`src/sv/scfr_pkg.sv`:
```
// Shared types and constants for the serial command frame receiver.
// Used by the receiver top level and its port checker; no dependencies.
`timescale 1ns / 1ps
`default_nettype none

package scfr_pkg;

	// command codes and fixed header values
	localparam logic [7:0] CMD_UPLOAD   = 8'd1;
	localparam logic [7:0] CMD_RUN      = 8'd255;
	localparam logic [15:0] RUN_ACK     = 16'd3;
	localparam logic [3:0] HEADER_BYTES = 4'd9;

	// status values carried on a checksum status beat
	localparam logic [15:0] STATUS_MATCH    = 16'd0;
	localparam logic [15:0] STATUS_MISMATCH = 16'd1;

	// result queue sizing
	localparam int QUEUE_DEPTH = 4;
	localparam int QPTR_W      = $clog2(QUEUE_DEPTH);

	// kind of a result beat
	typedef enum logic [1:0] {
		KIND_ACK    = 2'd0,
		KIND_WORD   = 2'd1,
		KIND_STATUS = 2'd2
	} kind_t;

	// one result beat
	typedef struct packed {
		kind_t       kind;
		logic [15:0] value;
		logic [31:0] index;
		logic        last;
	} result_t;

endpackage

`default_nettype wire

```
`src/sv/serial_command_frame_receiver_unit.sv`:
```
// Serial command frame receiver: header parser, payload word assembler and
// checksum check, with a small result queue on the output side.
// Depends on scfr_pkg.
`timescale 1ns / 1ps
`default_nettype none

// A result beat is registered into the result queue when the byte that causes it
// is taken and offered from the queue head; a second result of the byte follows it.
// Throughput: one byte per cycle; the slave side is held off only while the
// four-entry result queue has fewer than two free slots.
// Reset (arst_n low, asynchronous): parser returns to the first header byte,
// all sums and counters clear and the result queue empties.
module serial_command_frame_receiver_unit (
	input  wire logic        clk,
	input  wire logic        arst_n,
	input  wire logic        s_tvalid,
	output logic             s_tready,
	input  wire logic [7:0]  s_tdata,   // [7:0] rx_byte
	output logic             m_tvalid,
	input  wire logic        m_tready,
	output logic [47:0]      m_tdata,   // [15:0] reply_value, [47:16] word_index
	output logic [1:0]       m_tuser,   // [1:0] reply_kind
	output logic             m_tlast    // last
);

	typedef enum logic [1:0] {
		PH_HEADER  = 2'b01,
		PH_PAYLOAD = 2'b10
	} phase_t;

	// parser state
	phase_t      phase_q;
	logic [3:0]  header_count_q;
	logic [7:0]  command_code_q;
	logic [31:0] frame_length_q;
	logic [31:0] expected_sum_q;
	logic [31:0] running_sum_q;
	logic [31:0] words_done_q;
	logic [7:0]  low_byte_hold_q;
	logic        high_byte_next_q;

	phase_t      phase_n;
	logic [3:0]  header_count_n;
	logic [7:0]  command_code_n;
	logic [31:0] frame_length_n;
	logic [31:0] expected_sum_n;
	logic [31:0] running_sum_n;
	logic [31:0] words_done_n;
	logic [7:0]  low_byte_hold_n;
	logic        high_byte_next_n;

	scfr_pkg::result_t res0;
	scfr_pkg::result_t res1;
	logic [1:0]        res_cnt;

	// result queue
	scfr_pkg::result_t           queue_q [scfr_pkg::QUEUE_DEPTH];
	logic [scfr_pkg::QPTR_W-1:0] wr_ptr_q;
	logic [scfr_pkg::QPTR_W-1:0] rd_ptr_q;
	logic [scfr_pkg::QPTR_W:0]   count_q;

	logic        in_beat;
	logic        out_beat;
	logic [3:0]  hc;
	logic [3:0]  hc_inc;
	logic [1:0]  lane_len;
	logic [1:0]  lane_exp;
	logic [15:0] word;
	logic [31:0] sum_word;
	logic        final_word;

	assign in_beat  = s_tvalid && s_tready;
	assign out_beat = m_tvalid && m_tready;
	assign s_tready = (count_q <= (scfr_pkg::QPTR_W+1)'(scfr_pkg::QUEUE_DEPTH - 2));

	// header byte position, wrapping a stray count back to the start
	assign hc       = (header_count_q >= scfr_pkg::HEADER_BYTES) ? 4'd0 : header_count_q;
	assign hc_inc   = hc + 4'd1;
	assign lane_len = 2'(hc - 4'd1);
	assign lane_exp = 2'(hc - 4'd5);

	// payload word assembly and running sum
	assign word       = {s_tdata, low_byte_hold_q};
	assign sum_word   = running_sum_q + {16'd0, word};
	assign final_word = ((words_done_q + 32'd1) == frame_length_q);

	// next state and results for one byte
	always_comb begin
		phase_n          = phase_q;
		header_count_n   = header_count_q;
		command_code_n   = command_code_q;
		frame_length_n   = frame_length_q;
		expected_sum_n   = expected_sum_q;
		running_sum_n    = running_sum_q;
		words_done_n     = words_done_q;
		low_byte_hold_n  = low_byte_hold_q;
		high_byte_next_n = high_byte_next_q;
		res0             = '{kind: scfr_pkg::KIND_ACK, value: 16'd0, index: 32'd0, last: 1'b1};
		res1             = '{kind: scfr_pkg::KIND_STATUS, value: 16'd0, index: 32'd0,
				last: 1'b1};
		res_cnt          = 2'd0;
		case (phase_q)
			PH_PAYLOAD: begin
				if (!high_byte_next_q) begin
					low_byte_hold_n  = s_tdata;
					high_byte_next_n = 1'b1;
				end else begin
					high_byte_next_n = 1'b0;
					running_sum_n    = sum_word;
					words_done_n     = words_done_q + 32'd1;
					res0.kind        = scfr_pkg::KIND_WORD;
					res0.value       = word;
					res0.index       = words_done_q;
					if (final_word) begin
						res0.last      = 1'b0;
						res1.value     = (sum_word == expected_sum_q) ?
								scfr_pkg::STATUS_MATCH : scfr_pkg::STATUS_MISMATCH;
						res_cnt        = 2'd2;
						phase_n        = PH_HEADER;
						header_count_n = 4'd0;
					end else begin
						res_cnt = 2'd1;
					end
				end
			end
			default: begin
				// header parsing; an unused phase code lands here too
				case (hc) inside
					4'd0: begin
						command_code_n = s_tdata;
						frame_length_n = 32'd0;
						expected_sum_n = 32'd0;
					end
					[4'd1:4'd4]: frame_length_n[{lane_len, 3'b000} +: 8] = s_tdata;
					default:     expected_sum_n[{lane_exp, 3'b000} +: 8] = s_tdata;
				endcase
				header_count_n = hc_inc;
				if (hc_inc >= scfr_pkg::HEADER_BYTES) begin
					phase_n          = PH_HEADER;
					header_count_n   = 4'd0;
					running_sum_n    = 32'd0;
					words_done_n     = 32'd0;
					high_byte_next_n = 1'b0;
					low_byte_hold_n  = 8'd0;
					if (command_code_q == scfr_pkg::CMD_RUN) begin
						res0.value = scfr_pkg::RUN_ACK;
						res_cnt    = 2'd1;
					end else if (command_code_q == scfr_pkg::CMD_UPLOAD) begin
						res0.value = frame_length_q[15:0];
						if (frame_length_q == 32'd0) begin
							res0.last  = 1'b0;
							res1.value = (expected_sum_n == 32'd0) ?
									scfr_pkg::STATUS_MATCH : scfr_pkg::STATUS_MISMATCH;
							res_cnt    = 2'd2;
						end else begin
							res_cnt = 2'd1;
							phase_n = PH_PAYLOAD;
						end
					end
				end
			end
		endcase
	end

	// parser state registers
	always_ff @(posedge clk or negedge arst_n) begin
		if (!arst_n) begin
			phase_q          <= PH_HEADER;
			header_count_q   <= 4'd0;
			command_code_q   <= 8'd0;
			frame_length_q   <= 32'd0;
			expected_sum_q   <= 32'd0;
			running_sum_q    <= 32'd0;
			words_done_q     <= 32'd0;
			low_byte_hold_q  <= 8'd0;
			high_byte_next_q <= 1'b0;
		end else if (in_beat) begin
			phase_q          <= phase_n;
			header_count_q   <= header_count_n;
			command_code_q   <= command_code_n;
			frame_length_q   <= frame_length_n;
			expected_sum_q   <= expected_sum_n;
			running_sum_q    <= running_sum_n;
			words_done_q     <= words_done_n;
			low_byte_hold_q  <= low_byte_hold_n;
			high_byte_next_q <= high_byte_next_n;
		end
	end

	// queue entries, up to two written per byte
	always_ff @(posedge clk) begin
		if (in_beat && (res_cnt != 2'd0))
			queue_q[wr_ptr_q] <= res0;
		if (in_beat && (res_cnt == 2'd2))
			queue_q[wr_ptr_q + 1'b1] <= res1;
	end

	// queue pointers and fill level
	always_ff @(posedge clk or negedge arst_n) begin
		if (!arst_n) begin
			wr_ptr_q <= '0;
			rd_ptr_q <= '0;
			count_q  <= '0;
		end else begin
			if (in_beat)
				wr_ptr_q <= wr_ptr_q + scfr_pkg::QPTR_W'(res_cnt);
			if (out_beat)
				rd_ptr_q <= rd_ptr_q + 1'b1;
			count_q <= count_q + (scfr_pkg::QPTR_W+1)'(in_beat ? res_cnt : 2'd0)
					- (scfr_pkg::QPTR_W+1)'(out_beat);
		end
	end

	// master side driven from the queue head
	assign m_tvalid = (count_q != '0);
	assign m_tdata  = {queue_q[rd_ptr_q].index, queue_q[rd_ptr_q].value};
	assign m_tuser  = queue_q[rd_ptr_q].kind;
	assign m_tlast  = queue_q[rd_ptr_q].last;

endmodule

`default_nettype wire

```
`config.mk`:
```
export PLATFORM = sky130hd
export DESIGN_NAME = serial_command_frame_receiver_unit
export DESIGN_NICKNAME = d
export VERILOG_FILES = /design/src/sv/scfr_pkg.sv /design/src/sv/serial_command_frame_receiver_unit.sv
export SDC_FILE = /design/constraint.sdc
export NUM_CORES = 1
export LEC_CHECK = 0
export ABC_AREA = 1
export BUFFER_PORTS_ARGS = -buffer_cell sky130_fd_sc_hd__buf_2
export CORE_MARGIN = 4
export CORE_UTILIZATION = 38
export CTS_CLUSTER_DIAMETER = 100
export DETAILED_ROUTE_END_ITERATION = 8
export PLACE_DENSITY = 0.56
export SYNTH_ARGS = -nofsm -noshare
export SYNTH_HDL_FRONTEND = slang
export SYNTH_SLANG_ARGS = --single-unit
```
`constraint.sdc`:
```
create_clock -name clk -period 4.5 [get_ports clk]
set_clock_uncertainty 0.05 [all_clocks]
set_input_delay 0.9 -clock clk [delete_from_list [all_inputs] [get_ports clk]]
set_output_delay 0.9 -clock clk [all_outputs]
set_load 0.1 [all_outputs]
```
==> results by group <==
Setup path
  • FF-to-FF path depth: 18
  • Worst setup EP type: flip-flop
  • CP arrival: 4.18 ns
  • Kind of critical path: reg -> reg
  • Req. time, crit path: 4.77 ns
  • Max FO, Critical Path: 22
  • Startpoint types: flip-flop

Timing
  • Setup TNS: 0 ns
  • Tcrit/Tclk final: 87.03%
  • RSZ-0062 raised after global routing: false
  • Fin. max-slew vios: 0
  • Setup violations, final: 0
  • Tmin final: 3.916 ns
  • Measured slew at the worst slew-check pin: 1.169 ns
  • Final hold violations: 0
  • Worst relative slew slack: 22.09%
  • Final Worst Setup Slack: 0.5838 ns
  • Max Clock Freq: 255.3 MHz

Floorplanning
  • Core area: 0.05403 mm²
  • DIE HEIGHT: 242.0 µm
  • FP Rows: 85
  • Die width: 242.0 µm
  • I/O pin total: 65
  • Initial Util: 38.52%
  • Die ar.: 0.05857 mm²

Clock tree
  • Largest buffer count on any clock path: 3
  • CTS tree: built
  • CTS clock-pin slew for the worst setup and hold paths: 0.06 ns
  • Num CTS Buffers: 44
  • Worst skew pair latency: 0.58 ns
  • Clk root buf: clkbuf_16
  • TritonCTS Sinks: 362
  • Post-cts repair resize count: 0
  • H-tree depth: 2
  • Setup repair bufs after CTS: 0
  • Hold buffer count at cts: 0

Power and ir drop
  • Leakage: 0.01143 µW
  • IR drop worst, VDD: 466.6 µV
  • Int Pwr: 8328 µW
  • Switching share of power: 54.47%
  • Sequential share of power: 27.3%
  • Total power: 18290 µW
  • NetSw: 9963 µW
  • Clock group share of total power: 18.8%
  • Pwr per Cell Area: 791.0 mW/mm²
  • Combinational power share: 53.9%

Run status
  • Outcome: finished, final reports clean

Logic synthesis
  • Yosys reg bits: 362
  • Synth Cell Area: 0.02081 mm²
  • Syn Area/Cell: 6.587 µm²
  • Yosys warns: 0
  • Syn Nets: 3201
  • Synth unique cells: 43
  • Number of enable flip-flop cells after synthesis: 4
  • Sequential element share of the synthesized area: 38.83%
  • Ys flop type: dfxtp_1
  • Synthesized instance count: 3159
  • Asr flop ratio synth: 43.65%

Cells and area
  • Layout Cells excl Fill: 3881
  • Layout Area Growth over Synthesis: 11.13%
  • Layout cell share with drive strength beyond 1: 7.127%
  • Final #Nets: 3192
  • Ant diodes: 0
  • Filler cell count: 5691

Min path
  • Hold crit path type: in -> async

Placement
  • Worst slack, placed: 0.2029 ns
  • Port Buffers: 64
  • Final GP Congestion: 0.9837
  • DP Wirelength: 53120 µm
  • Inst Count DP: 3800

Global route
  • Largest net degree at the start of global routing: 104
  • Gr ovfl total: 0
  • Vias in the first global route: 19680
  • Initial antenna violation count: 0
  • Overall Global Routing Usage: 24.87%
  • Global-route wire length before repair: 117000 µm

Route
  • Wire length per cell: 19.37 µm
  • Final wirelength: 75180 µm
  • Via count: 21260
  • Post-DR vias/cell: 5.478
  • Antenna viol nets, final: 0
  • TritonRoute pass-1 iters: 5
  • Residual DRC: 0
  • Initial DRC count: 1887

Flow run
  • Max-cap viol count: 0
==> layer usage <==
metal | GRT usage, % | vias to the layer above | wire (µm)
met2 | 38.79 | 715 | 33170
met3 | 3.498 | 143 | 4688
met1 | 35.09 | 10110 | 34420
met5 | 0 | - | 0
li1 | - | 10290 | -
met4 | 9.425 | 0 | 2905
==> critical path, stage by stage (launching register included) <==
cell	delay (ns)
dfrtp_1	0.43
nor2_2	0.29
inv_2	0.18
ha_1	0.28
inv_1	0.16
nand2_1	0.07
nand3_1	0.12
buf_4	0.29
nand2_1	0.27
nand2_1	0.13
o21a_1	0.15
nand4_1	0.10
or2_2	0.33
nor2_1	0.26
nand2_1	0.13
nand2_1	0.08
nand2_1	0.14
nor2_1	0.13
a21oi_1	0.05
==> through the flow <==
stage	hold slack [ns]	instance area [µm²]	util (%)
global route	0.3982	23120	42.80
detailed placement	0.3797	21750	40.26
finish	0.3205	23120	42.80
CTS	0.3949	23120	42.80
floorplan	0.3636	20810	-
global placement	0.3781	21750	40.26
==> power by group through the flow <==
| stage | Combinational [µW] | Clock, µW | Sequential, µW |
|---|---|---|---|
| 6_report | 9850 | 3440 | 5000 |
| 5_1_grt | 10700 | 3630 | 5090 |
| 4_1_cts | 9820 | 3520 | 4970 |
| 3_5_place_dp | 9790 | 0 | 5020 |
| 3_3_place_gp | 9760 | 0 | 5010 |
| 2_1_floorplan | 7410 | 0 | 4680 |
==> synthesized netlist by cell type, drive strengths merged, types with 2 or more instances <==
cell    instances  area (µm²)
nand2         804        3043
nor2          512        1967
nand3         334        1677
inv           276        1036
o21ai         275        1376
dfxtp         200        4004
a21oi         176       880.8
dfrtp         157        3929
clkbuf        116       435.4
o22ai          74       462.9
buf            53       337.8
a22oi          31       232.7
ha             28       350.3
nand4          23       143.9
nor3           21       105.1
xor2           18       157.7
nor4           12       75.07
xnor3           7       157.7
and2            6       37.54
xnor2           6       52.55
clkinv          4       15.01
edfxtp          4       120.1
o21a            3       22.52
o31ai           3       22.52
or2             3       18.77
a31oi           2       12.51
fa              2       40.04
mux2            2       22.52
nand3b          2       15.01
o21bai          2       15.01
==> cells in the final DEF, fill, tap and decap left out, types with 7 or more instances in the layout <==
master	netlist	final
nor3_1	21	21
buf_12	0	7
o22ai_1	74	74
nor4_1	12	12
ha_1	28	28
nor2_1	504	499
clkbuf_16	0	44
clkinv_2	0	12
inv_1	270	269
a21oi_1	176	176
a22oi_1	31	31
clkbuf_1	116	12
nand2_2	10	14
dfxtp_1	200	200
xor2_1	18	18
buf_2	27	63
inv_2	6	7
nor2_4	5	8
nand2_1	794	789
nand3_1	333	333
clkbuf_8	0	9
nand4_1	23	23
xnor3_1	7	7
o21ai_0	272	272
dfrtp_1	157	156
buf_4	1	43
==> registers in the layout, indices dropped and copies added (netlist names) <==
name / cells
words_done_q: 32
command_code_q: 8
header_count_q: 4
rd_ptr_q: 2
count_q: 3
high_byte_next_q: 1
phase_q: 2
expected_sum_q: 32
wr_ptr_q: 2
queue_q: 204
low_byte_hold_q: 8
frame_length_q: 32
running_sum_q: 32
==> cell type report <==
cell class | instances | area, µm² | share of cell area, %
multi-input combinational | 2348 | 10960 | 47.39
clock inverter | 16 | 102.6 | 0.4437
inverter | 280 | 1052 | 4.550
sequential | 362 | 8080 | 34.94
tap | 696 | 870.8 | 3.766
timing repair buffer | 114 | 789.5 | 3.414
clock buffer | 65 | 1270 | 5.492
==> kinds of logic (layout without fill, tap and decap cells) <==
family / Yosys count / count (layout) / share of synthesized area [%]
xor gates and xnor gates: 31 / 31 / 1.768
muxes: 2 / 2 / 0.1082
and+or+nand+nor: 1717 / 1717 / 34.03
DFF: 362 / 362 / 38.83
buffers and inverters: 449 / 475 / 8.767
AOI/OAI and AO/OA: 568 / 568 / 14.62
adders and majority gates: 30 / 30 / 1.876
==> path summary, 6_finish.rpt <==
check / startpoint / to / slack [ns]
min in group clk: queue_q[1][50]$_SDFFE_PP1P_ / queue_q[1][50]$_SDFFE_PP1P_ / 0.40
max: header_count_q[3]$_DFFE_PN0P_ / queue_q[0][33]$_DFFE_PP_ / 0.58
max reg2reg: header_count_q[3]$_DFFE_PN0P_ / queue_q[0][33]$_DFFE_PP_ / 0.58
max in group asynchronous: arst_n / words_done_q[14]$_DFFE_PN0P_ / 3.01
min reg2reg: queue_q[1][50]$_SDFFE_PP1P_ / queue_q[1][50]$_SDFFE_PP1P_ / 0.40
min: arst_n / running_sum_q[13]$_DFFE_PN0P_ / 0.32
(Power assumes the default switching activity.)
